### src/rtl/eht_pkg.sv
// Package: constants, types and register indexes for the elevation histogram tilt finder.
package eht_pkg;

    localparam int NUM_BINS  = 1024;
    localparam int MAX_TILTS = 32;
    localparam int MAX_PEAKS = 256;
    localparam int BIN_W     = $clog2(NUM_BINS);
    localparam int PEAK_W    = $clog2(MAX_PEAKS);
    localparam int CFG_IDX_W = 3;
    localparam int CFG_DAT_W = 16;

    // Register indexes
    localparam logic [CFG_IDX_W-1:0] REG_BIN_WIDTH   = 3'd0;
    localparam logic [CFG_IDX_W-1:0] REG_ZERO_BIN    = 3'd1;
    localparam logic [CFG_IDX_W-1:0] REG_BINS_IN_USE = 3'd2;
    localparam logic [CFG_IDX_W-1:0] REG_SEARCH_W    = 3'd3;
    localparam logic [CFG_IDX_W-1:0] REG_MIN_BEAMS   = 3'd4;
    localparam logic [CFG_IDX_W-1:0] REG_MIN_FRAC    = 3'd5;
    localparam logic [CFG_IDX_W-1:0] REG_CHECK_MODE  = 3'd6;
    localparam logic [CFG_IDX_W-1:0] REG_BPC         = 3'd7;

    localparam logic OP_LOAD    = 1'b0;
    localparam logic OP_COMPUTE = 1'b1;
    localparam logic KIND_TILT    = 1'b0;
    localparam logic KIND_SUMMARY = 1'b1;

    typedef struct packed {
        logic        op;
        logic [14:0] elevation;
    } t_in_item;

    typedef struct packed {
        logic        kind;
        logic [17:0] tilt_elevation;
        logic [15:0] tilt_beams;
        logic [5:0]  tilt_count;
        logic [15:0] beams_used;
        logic        last;
    } t_out_item;

    // Divider request and reply between the top level and the divider
    typedef struct packed {
        logic        start;
        logic [21:0] num;
        logic [10:0] den;
    } t_div_req;

    typedef struct packed {
        logic        done;
        logic [21:0] quo;
    } t_div_rsp;

    typedef enum logic [4:0] {
        ST_IDLE,
        ST_CLEAR,
        ST_DIV,
        ST_INC_RD,
        ST_INC_WR,
        ST_SCAN_SET,
        ST_SCAN_RD,
        ST_SCAN_CMP,
        ST_SUM_RD,
        ST_SUM_ACC,
        ST_SUM_END,
        ST_FILT_RD,
        ST_FILT_MUL,
        ST_FILT_CHK,
        ST_ELEV_MUL,
        ST_SUMMARY
    } t_state;

endpackage

### src/rtl/eht_divider.sv
// Module: restoring serial divider, one quotient bit per cycle.
module eht_divider
    import eht_pkg::*;
(
    input  logic     i_clk,
    input  logic     i_rst_n,
    input  t_div_req i_req,
    output t_div_rsp o_rsp
);
    logic [21:0] r_quo, n_quo;
    logic [11:0] r_rem, n_rem;
    logic [10:0] r_den;
    logic [4:0]  r_cnt;
    logic        r_busy, r_done;
    logic [11:0] w_trial;

    always_comb begin
        w_trial = {r_rem[10:0], r_quo[21]};
        n_quo   = {r_quo[20:0], 1'b0};
        n_rem   = w_trial;
        if (w_trial >= {1'b0, r_den}) begin
            n_rem    = w_trial - {1'b0, r_den};
            n_quo[0] = 1'b1;
        end
    end

    // Shift one numerator bit a cycle into the remainder
    always_ff @(posedge i_clk) begin
        if (!i_rst_n) begin
            r_busy <= 1'b0;
            r_done <= 1'b0;
            r_cnt  <= '0;
        end else begin
            r_done <= 1'b0;
            if (i_req.start) begin
                r_busy <= 1'b1;
                r_cnt  <= 5'd22;
            end else if (r_busy) begin
                r_cnt <= r_cnt - 5'd1;
                if (r_cnt == 5'd1) begin
                    r_busy <= 1'b0;
                    r_done <= 1'b1;
                end
            end
        end
    end

    always_ff @(posedge i_clk) begin
        if (i_req.start) begin
            r_quo <= i_req.num;
            r_rem <= '0;
            r_den <= i_req.den;
        end else if (r_busy) begin
            r_quo <= n_quo;
            r_rem <= n_rem;
        end
    end

    assign o_rsp.done = r_done;
    assign o_rsp.quo  = r_quo;

    a_done_once: assert property (@(posedge i_clk) disable iff (!i_rst_n)
        r_done |=> !r_done) else $error("divider done held two cycles");
    a_start_idle: assert property (@(posedge i_clk) disable iff (!i_rst_n)
        i_req.start |-> !r_busy) else $error("divider started while busy");
    a_busy_count: assert property (@(posedge i_clk) disable iff (!i_rst_n)
        r_busy |-> r_cnt != 5'd0) else $error("divider count lost");
endmodule

### config.mk
export PLATFORM = sky130hd
export DESIGN_NAME = eht_divider
export DESIGN_NICKNAME = d
export VERILOG_FILES = /design/src/rtl/eht_pkg.sv /design/src/rtl/eht_divider.sv
export SDC_FILE = /design/constraint.sdc
export NUM_CORES = 1
export LEC_CHECK = 0
export BUFFER_PORTS_ARGS = -buffer_cell sky130_fd_sc_hd__buf_2
export CORE_MARGIN = 2
export CORE_UTILIZATION = 49
export CTS_CLUSTER_DIAMETER = 120
export DETAILED_ROUTE_END_ITERATION = 10
export GPL_TIMING_DRIVEN = 0
export HOLD_SLACK_MARGIN = 0.1
export PLACE_DENSITY = 0.73
export SLEW_MARGIN = 20
export SYNTH_ARGS = -nofsm -noshare
export SYNTH_HDL_FRONTEND = slang
export SYNTH_SLANG_ARGS = --single-unit
export TNS_END_PERCENT = 20
### constraint.sdc
create_clock -name i_clk -period 2.4 [get_ports i_clk]
set_input_delay 0.24 -clock i_clk [delete_from_list [all_inputs] [get_ports i_clk]]
set_output_delay 0.24 -clock i_clk [all_outputs]
set_load 0.01 [all_outputs]
==> results of run 1 <==
==> metrics by stage <==
step / hold WS, ps / utilization [%]
after floorplan: 339 / -
after global placement: 416 / 57.4
after detailed placement: 418 / 57.4
after CTS: 101 / 59.6
after global routing: 102 / 60.2
final: 108 / 60.2
==> repair_timing <==
action | CTS | global route
endpoints found under the hold margin | 2 | 3
setup buffers | 1 | 0
endpoints found under the setup margin | 1 | 4
pin swaps | 1 | 1
resized for setup | 0 | 2
hold buffers | 2 | 3
==> power by group through the flow <==
stage,clock [uW],combinational [uW],sequential [uW]
floorplan,0,405,1110
finish,504,581,1080
global route,545,648,1090
global placement,0,553,1100
detailed placement,0,569,1100
CTS,519,578,1080
==> logic make-up (layout without fill, tap and decap cells) <==
logic type / count (synthesis) / count (layout) / synth area share (%)
compound gates: 44 / 44 / 13.3
simple gates: 55 / 55 / 11.6
xor+xnor: 9 / 9 / 2.88
mux: 29 / 29 / 11.6
flops: 51 / 51 / 49.3
fa+ha+maj: 14 / 14 / 6.67
buf+inv: 28 / 100 / 4.66
==> how the worst max path moves through the flow <==
| stage | slack (ps) | cells after the start | to | start |
|---|---|---|---|---|
| final | 110 | 9 | r_quo[0]$_DFFE_PP_ | r_quo[21]$_DFFE_PP_ |
| after floorplan | 120 | 9 | r_quo[0]$_DFFE_PP_ | r_quo[21]$_DFFE_PP_ |
| after CTS | 80 | 9 | r_quo[0]$_DFFE_PP_ | r_quo[21]$_DFFE_PP_ |
| after detailed placement | 8 | 10 | r_rem[8]$_SDFFE_PP0P_ | r_quo[21]$_DFFE_PP_ |
| after global routing | 30 | 9 | r_quo[0]$_DFFE_PP_ | r_quo[21]$_DFFE_PP_ |
| after global placement | 20 | 10 | r_rem[8]$_SDFFE_PP0P_ | r_quo[21]$_DFFE_PP_ |
==> per-layer routing <==
layer  part of all wire (%)  routed length [um]  track usage [%]
met3                    4.6                 229             4.09
met5                      0                   0                0
met4                   0.62                  31             3.16
met1                     47                2320             23.1
met2                     48                2380             30.3
==> area by class of cell <==
| type | count | area, um2 | area share, % |
|---|---|---|---|
| sequential | 51 | 1350 | 41.3 |
| clock buffer | 5 | 68.8 | 2.10 |
| tap | 72 | 90.1 | 2.75 |
| inverter | 17 | 63.8 | 1.95 |
| clock inverter | 3 | 23.8 | 0.726 |
| timing repair buffer | 64 | 348 | 10.6 |
| buffer | 11 | 63.8 | 1.95 |
| multi-input combinational | 151 | 1260 | 38.6 |
==> state kept, by name, summed over array words and instances, names as in the netlist <==
name    count
r_rem      11
r_busy      1
r_cnt       5
r_done      1
r_quo      22
r_den      11
==> layout by cell type (no fill, tap or decap), drive strengths merged, types with 2 or more instances in the layout <==
cell type and instances:
dfxtp 18, nand3 5, mux2 22, ha 13, xnor2 8, a211oi 7, dlygate4sd3 5, edfxtp 33
a21oi 8, nor4 4, nor2 18, o311ai 2, o22ai 2, clkinvlp 2, clkbuf 8, nand2b 4
o211ai 3, nor3 2, inv 17, mux2i 7, a21boi 3, o21ai 11, a311oi 2, o31a 2
buf 67, nor2b 3, o21a 2, nand2 11
==> flow_metrics.env, run 1 <==
export IMPL_yosysMostFrequentCell="edfxtp_1"
export IMPL_path_max_fanout=10
export IMPL_slowest_delay_ps=420
export IMPL_rsz0062_at_grt="no"
export IMPL_internal_power_uw=1510
export IMPL_path_buf_inv=2
export IMPL_critPathMostFrequentCell="o21ai_4"
export IMPL_clk_latency_ps=310
export IMPL_async_reset_ff_share_pct=0
export IMPL_num_io_pins=59
export IMPL_port_buffers=58
export IMPL_initial_core_util_pct=50.4
export IMPL_pre_cts_ws_ps=7.70
export IMPL_cts_root_buf="clkbuf_8"
export IMPL_synth_ff_type="edfxtp_1"
export IMPL_synth_distinct_cells=52
export IMPL_status="finished clean"
export IMPL_fin_cells=374
export IMPL_placedInstanceArea_um2=3120
export IMPL_cellPowerDensity_nw_per_um2=661
export IMPL_syn_area_um2=2740
export IMPL_critPathArrivalTime_ps=2370
export IMPL_hpwl_um=3770
export IMPL_r2r_start="r_quo[21]$_DFFE_PP_"
export IMPL_setup_violations=0
export IMPL_setup_ws_ps=109
export IMPL_worstHoldPathType="in -> reg"
export IMPL_relSlewSlack_pct=40.0
export IMPL_seq_power_share_pct=49.9
export IMPL_grt_pass1_wl_um=8840
export IMPL_fin_skew_ps=12.3
export IMPL_coreArea_um2=5440
export IMPL_finalMaxSlewViolations=0
export IMPL_antenna_cells=0
export IMPL_routed_via_count=1941
export IMPL_switching_share_pct=30.1
export IMPL_yosysWarnings=0
export IMPL_drt_initial_drc_count=64
export IMPL_yosysTopAreaCell="edfxtp_1"
export IMPL_drt_pre_antenna_iters=4
export IMPL_drcViolationCount=0
export IMPL_drtAntennaViolNets=0
export IMPL_synthTopCellsByArea="edfxtp_1, dfxtp_1, mux2_2, ha_1, mux2i_1"
export IMPL_whs_path_depth=1
export IMPL_grt_use_total_pct=17.6
export IMPL_syn_inst=230
export IMPL_crit_path_end_kind="register"
export IMPL_min_period_over_period_pct=95.5
export IMPL_cpMaxStageDelayCell="edfxtp_1"
export IMPL_ff2ff_setup_slack_ps=110
export IMPL_fmax_ghz=0.436
export IMPL_synth_nets=280
export IMPL_antenna_found_initial=0
export IMPL_switching_power_uw=651
export IMPL_gp_congestion=0.829
export IMPL_clk_pin_slew_ps=100
export IMPL_p_clk_share_pct=23.3
export IMPL_cp_required_ps=2470
export IMPL_cts_buffer_depth=2
export IMPL_cts_htree_levels=2
export IMPL_min_delay_start="i_req[2]"
export IMPL_die_area_um2=6210
export IMPL_avgSynthCellArea_um2=11.9
export IMPL_cp_top_family="compound AO/OA/AOI/OAI gates"
export IMPL_fin_tns_setup_ps=0
export IMPL_grt_max_degree=23
export IMPL_synth_top_area_share_pct=36.2
export IMPL_drive_above_1_share_pct=36.8
export IMPL_synth_edf_count=33
export IMPL_via_per_inst=5.19
export IMPL_row_count=27
export IMPL_worst_setup_path_type="reg -> reg"
export IMPL_design_area_um2=3270
export IMPL_ys_ff_latch=51
export IMPL_r2r_end="r_quo[0]$_DFFE_PP_"
export IMPL_ff2ff_path_depth=9
export IMPL_fillers=450
export IMPL_cts_made_buffers=5
export IMPL_min_period_ps=2290
export IMPL_peakVddDrop_uv=418
export IMPL_tightestPinTransition_ps=898
export IMPL_synth_seq_area_share_pct=49.3
export IMPL_avgRoutedWirePerCell_um=13.3
export IMPL_fin_nets=351
export IMPL_dp_cells=360
export IMPL_overflow=0
export IMPL_routed_wl_um=4970
export IMPL_area_growth_pct=19.5
export IMPL_cap_violations=0
export IMPL_chipWidth_um=78.8
export IMPL_cts_sinks=51
export IMPL_path_cells="inv_1, ha_1, fa_2, nor2b_4, o31a_4, o21ai_4, o21ai_4, buf_6, mux2_2"
export IMPL_hold_violations=0
export IMPL_synth_commonest_cells="edfxtp_1, mux2_2, dfxtp_1, nor2_1, inv_1"
export IMPL_cp_start_kind="register"
export IMPL_fp_dieH_um=78.8
export IMPL_hold_end="r_den[2]$_DFFE_PP_"
export IMPL_power_frac_comb_pct=26.8
export IMPL_cts_tree="built"
export IMPL_total_power_uw=2160
export IMPL_power_leakage_uw=0.00134
export IMPL_grt_pass1_vias=1966
No activity file was read; power rests on OpenSTA's default activity.
==> run 2: changes to the inputs <==
- CORE_MARGIN: 2 -> 1
==> flow_metrics.env, run 2 (synthesis results as in run 1) <==
export IMPL_status="finished clean"
export IMPL_cts_made_buffers=5
export IMPL_whs_path_depth=1
export IMPL_tightestPinTransition_ps=903
export IMPL_cellPowerDensity_nw_per_um2=665
export IMPL_final_common_cell="buf_2"
export IMPL_peakVddDrop_uv=436
export IMPL_fin_skew_ps=9.59
export IMPL_drt_initial_drc_count=91
export IMPL_chipWidth_um=76.8
export IMPL_hold_end="r_den[7]$_DFFE_PP_"
export IMPL_power_leakage_uw=0.00136
export IMPL_drt_pre_antenna_iters=4
export IMPL_seq_power_share_pct=49.1
export IMPL_cts_htree_levels=2
export IMPL_switching_share_pct=29.4
export IMPL_r2r_start="r_den[1]$_DFFE_PP_"
export IMPL_path_max_fanout=3
export IMPL_routed_wl_um=4920
export IMPL_fillers=419
export IMPL_via_per_inst=5.17
export IMPL_worst_setup_path_type="reg -> reg"
export IMPL_power_frac_comb_pct=27.1
export IMPL_hpwl_um=3640
export IMPL_overflow=0
export IMPL_top_regs="r_quo (22), r_den (11), r_rem (11)"
export IMPL_hold_violations=0
export IMPL_switching_power_uw=647
export IMPL_num_io_pins=59
export IMPL_finalMaxSlewViolations=0
export IMPL_drcViolationCount=0
export IMPL_antenna_cells=0
export IMPL_top_register="r_quo"
export IMPL_grt_use_total_pct=17.4
export IMPL_routed_via_count=1935
export IMPL_clk_pin_slew_ps=90
export IMPL_fin_util_pct=63.1
export IMPL_rsz0062_at_grt="no"
export IMPL_largest_reg_flops=22
export IMPL_grt_pass1_wl_um=8110
export IMPL_internal_power_uw=1550
export IMPL_grt_max_degree=23
export IMPL_min_period_ps=2280
export IMPL_fin_tns_setup_ps=0
export IMPL_row_count=26
export IMPL_clk_latency_ps=310
export IMPL_r2r_end="r_rem[9]$_SDFFE_PP0P_"
export IMPL_drive_above_1_share_pct=37.2
export IMPL_min_delay_start="i_req[7]"
export IMPL_fin_nets=353
export IMPL_cap_violations=0
export IMPL_relSlewSlack_pct=39.7
export IMPL_layout_common_cells="buf_2, edfxtp_1, mux2_2"
export IMPL_initial_core_util_pct=52.3
export IMPL_cts_buffer_depth=2
export IMPL_setup_violations=0
export IMPL_cts_tree="built"
export IMPL_crit_path_end_kind="register"
export IMPL_worstHoldPathType="in -> reg"
export IMPL_drtAntennaViolNets=0
export IMPL_critPathArrivalTime_ps=2440
export IMPL_fp_dieH_um=76.8
export IMPL_antenna_found_initial=0
export IMPL_gp_congestion=0.791
export IMPL_coreArea_um2=5240
export IMPL_cp_start_kind="register"
export IMPL_ff2ff_setup_slack_ps=120
export IMPL_min_period_over_period_pct=94.9
export IMPL_cts_sinks=51
export IMPL_cp_required_ps=2560
export IMPL_avgRoutedWirePerCell_um=13.2
export IMPL_fmax_ghz=0.439
export IMPL_cts_root_buf="clkbuf_8"
export IMPL_port_buffers=58
export IMPL_die_area_um2=5900
export IMPL_ff2ff_path_depth=8
export IMPL_p_clk_share_pct=23.8
export IMPL_grt_pass1_vias=1808
export IMPL_area_growth_pct=20.6
## run 2: changes by cell type in the layout (fill, tap and decap cells not counted), sizes merged
cell,previous run,this run
buf,67,69
clkbuf,8,9
clkinv,1,2
clkinvlp,2,1
inv,17,16
## run 2: timing repair
action / in CTS / in global routing
endpoints found under the hold margin: 2 / 3
buffers inserted: 2 / 1
hold buffers: 2 / 3
gates resized for setup: 0 / 1
pin swaps: 1 / 1
setup endpoints to repair: 2 / 6
## run 2: metrics by stage
step	setup WS [ps]	instance area (um2)	instances	power, uW	hold WS [ps]
after floorplan	123	2740	230	1510	339
after global placement	23.1	3120	358	1650	416
after detailed placement	0.571	3120	358	1660	418
after CTS	34.2	3250	370	2200	102
after global routing	9.14	3300	374	2310	101
final	124	3300	374	2200	112
## run 2: worst max-delay path, stage by stage (launching register included)
cell and delay [ps]:
edfxtp_1 430, inv_1 80, ha_1 240, nor2b_1 150, o31a_1 280, o21ai_0 360, nor4bb_1 100, o31ai_1 340
a311oi_2 140
## run 2: cell type report
type                    instances  area [um2]  share of cell area, %
repair buffers                 66         375                   11.4
flip-flops and latches         51        1350                   40.9
inverters                      17        63.8                   1.93
clock inverters                 2        16.3                  0.492
well taps                      70        87.6                   2.65
clock buffers                   6        82.6                   2.50
multi-input cells             151        1260                   38.2
plain buffers                  11        63.8                   1.93
## run 2: layer usage
| metal | up-vias | global-route usage, % | wire [um] |
|---|---|---|---|
| met5 | - | 0 | 0 |
| met4 | 0 | 5.77 | 62 |
| met3 | 6 | 3.81 | 243 |
| met2 | 47 | 28.9 | 2350 |
| met1 | 898 | 22.2 | 2270 |
| li1 | 984 | - | - |
## run 2: power groups by stage
stage / sequential [uW] / clock [uW] / combinational [uW]
floorplan: 1110 / 0 / 405
global placement: 1100 / 0 / 554
detailed placement: 1100 / 0 / 566
CTS: 1080 / 535 / 581
global route: 1090 / 568 / 655
finish: 1080 / 524 / 596
## run 2: worst max-delay path by stage
stage,startpoint,to
final,r_den[1]$_DFFE_PP_,r_rem[9]$_SDFFE_PP0P_
after global routing,r_den[1]$_DFFE_PP_,r_rem[9]$_SDFFE_PP0P_
after CTS,r_quo[21]$_DFFE_PP_,r_quo[0]$_DFFE_PP_
after detailed placement,r_quo[21]$_DFFE_PP_,r_rem[8]$_SDFFE_PP0P_
after global placement,r_quo[21]$_DFFE_PP_,r_quo[0]$_DFFE_PP_
after floorplan,r_quo[21]$_DFFE_PP_,r_quo[0]$_DFFE_PP_
==> run 3: changes to the inputs <==
- BUFFER_PORTS_ARGS: -buffer_cell sky130_fd_sc_hd__buf_2 -> not set
- DONT_BUFFER_PORTS: not set -> 1
- PLACE_DENSITY: 0.73 -> 0.63
==> flow_metrics.env, run 3 (synthesis results as in run 1) <==
export IMPL_num_io_pins=59
export IMPL_layout_common_cells="edfxtp_1, mux2_2, nor2_1, dfxtp_1, inv_1"
export IMPL_clk_latency_ps=310
export IMPL_fin_cells=327
export IMPL_relSlewSlack_pct=40.3
export IMPL_drt_initial_drc_count=63
export IMPL_fmax_ghz=0.428
export IMPL_critPathArrivalTime_ps=2500
export IMPL_avgRoutedWirePerCell_um=15.8
export IMPL_crit_path_end_kind="register"
export IMPL_cap_violations=0
export IMPL_die_area_um2=5900
export IMPL_path_max_fanout=4
export IMPL_min_period_ps=2340
export IMPL_r2r_end="r_rem[7]$_SDFFE_PP0P_"
export IMPL_grt_pass1_wl_um=8420
export IMPL_placedInstanceArea_um2=2830
export IMPL_antenna_cells=0
export IMPL_chipWidth_um=76.8
export IMPL_min_delay_start="i_rst_n"
export IMPL_grt_use_total_pct=18.5
export IMPL_hold_end="r_cnt[0]$_SDFFE_PP0P_"
export IMPL_gp_congestion=0.723
export IMPL_fin_tns_setup_ps=0
export IMPL_drtAntennaViolNets=0
export IMPL_setup_violations=0
export IMPL_antenna_found_initial=0
export IMPL_via_per_inst=5.43
export IMPL_internal_power_uw=1510
export IMPL_cts_tree="built"
export IMPL_worstHoldPathType="in -> reg"
export IMPL_area_growth_pct=13.7
export IMPL_tightestPinTransition_ps=893
export IMPL_whs_path_depth=2
export IMPL_power_frac_comb_pct=25.0
export IMPL_fin_nets=306
export IMPL_r2r_start="r_quo[21]$_DFFE_PP_"
export IMPL_cp_start_kind="register"
export IMPL_drcViolationCount=0
export IMPL_hold_violations=0
export IMPL_switching_power_uw=649
export IMPL_cellPowerDensity_nw_per_um2=691
export IMPL_initial_core_util_pct=52.3
export IMPL_final_common_cell="edfxtp_1"
export IMPL_peakVddDrop_uv=349
export IMPL_coreArea_um2=5240
export IMPL_cpMaxStageDelayCell="edfxtp_1"
export IMPL_top_register="r_quo"
export IMPL_power_leakage_uw=0.00117
export IMPL_grt_pass1_vias=1735
export IMPL_design_area_um2=3120
export IMPL_fin_skew_ps=5.73
export IMPL_finalMaxSlewViolations=0
export IMPL_clk_pin_slew_ps=100
export IMPL_row_count=26
export IMPL_worst_setup_path_type="reg -> reg"
export IMPL_routed_via_count=1777
export IMPL_routed_wl_um=5160
export IMPL_path_cells="inv_2, ha_4, fa_2, nor2b_4, o31a_4, o21ai_4, o21ai_4, buf_4, mux2i_2, a211oi_1"
export IMPL_grt_max_degree=23
export IMPL_hpwl_um=3580
export IMPL_top_regs="r_quo (22), r_den (11), r_rem (11)"
export IMPL_port_buffers=0
export IMPL_switching_share_pct=30.1
export IMPL_rsz0062_at_grt="yes"
export IMPL_seq_power_share_pct=51.4
export IMPL_status="finished clean"
export IMPL_dp_cells=300
export IMPL_ff2ff_path_depth=10
export IMPL_cts_htree_levels=2
export IMPL_slowest_delay_ps=490
export IMPL_cts_buffer_depth=2
export IMPL_cts_root_buf="clkbuf_8"
export IMPL_critPathMostFrequentCell="o21ai_4"
export IMPL_ff2ff_setup_slack_ps=60
export IMPL_drt_pre_antenna_iters=4
export IMPL_fillers=431
export IMPL_p_clk_share_pct=23.6
export IMPL_cts_sinks=51
export IMPL_overflow=0
export IMPL_cts_made_buffers=5
export IMPL_cp_required_ps=2570
export IMPL_min_period_over_period_pct=97.3
export IMPL_largest_reg_flops=22
export IMPL_drive_above_1_share_pct=23.7
export IMPL_fp_dieH_um=76.8
## run 3: timing repair
action,CTS,global route
gates cloned,0,1
endpoints found under the setup margin,9,11
resized for setup,0,8
endpoints found under the hold margin,26,0
setup buffers,4,1
pin swaps,2,4
hold buffers,13,0
## run 3: critical path, delay by kind of cell, from the launching register on
family / cells / cell delay (ps)
AO/OA/AOI/OAI: 4 / 530
multiplexers: 1 / 230
flip-flops: 1 / 490
AND/OR/NAND/NOR: 1 / 140
buffers and inverters: 2 / 230
adder cells (fa/ha/maj): 2 / 590
## run 3: worst max path at each step
stage / start / end / slack [ps] / cells after the start
floorplan: r_quo[21]$_DFFE_PP_ / r_quo[0]$_DFFE_PP_ / 120 / 9
global placement: r_quo[21]$_DFFE_PP_ / r_rem[8]$_SDFFE_PP0P_ / -120 / 10
detailed placement: r_quo[21]$_DFFE_PP_ / r_rem[8]$_SDFFE_PP0P_ / -130 / 10
CTS: r_quo[21]$_DFFE_PP_ / r_rem[8]$_SDFFE_PP0P_ / 4 / 10
global route: r_quo[21]$_DFFE_PP_ / r_rem[4]$_SDFFE_PP0P_ / -30 / 10
finish: r_quo[21]$_DFFE_PP_ / r_rem[7]$_SDFFE_PP0P_ / 60 / 10
## run 3: metrics by stage
step | util [%] | hold slack (ps) | total power, uW | setup slack (ps)
after CTS | 58.8 | 102 | 2150 | 3.96
after floorplan | - | 339 | 1510 | 123
after global placement | 54.0 | 339 | 1600 | -118
final | 59.5 | 108 | 2150 | 64.9
after global routing | 59.5 | 117 | 2280 | -25.7
after detailed placement | 54.0 | 339 | 1600 | -131
## run 3: area by class of cell
type | count | area (um2) | share of cell area (%)
clock inverter | 2 | 17.5 | 0.562
inverter | 17 | 63.8 | 2.05
timing repair buffer | 19 | 176 | 5.66
sequential | 51 | 1350 | 43.4
clock buffer | 6 | 72.6 | 2.33
multi-input combinational | 151 | 1280 | 41.2
buffer | 11 | 63.8 | 2.05
tap | 70 | 87.6 | 2.81
## run 3: power by group through the flow
stage	logic [uW]	registers [uW]	clock network [uW]
after floorplan	405	1110	0
after global placement	469	1130	0
after detailed placement	476	1130	0
after CTS	516	1110	527
after global routing	602	1120	556
final	540	1110	508
## run 3: routing by layer
| metal | vias to the layer above | wire length, um | part of all wire, % | global-route usage [%] |
|---|---|---|---|---|
| li1 | 889 | - | - | - |
| met3 | 10 | 215 | 4.2 | 4.52 |
| met1 | 844 | 2330 | 45 | 23.6 |
| met2 | 34 | 2510 | 49 | 30.4 |
| met4 | 0 | 107 | 2.1 | 6.35 |
| met5 | - | 0 | 0 | 0 |
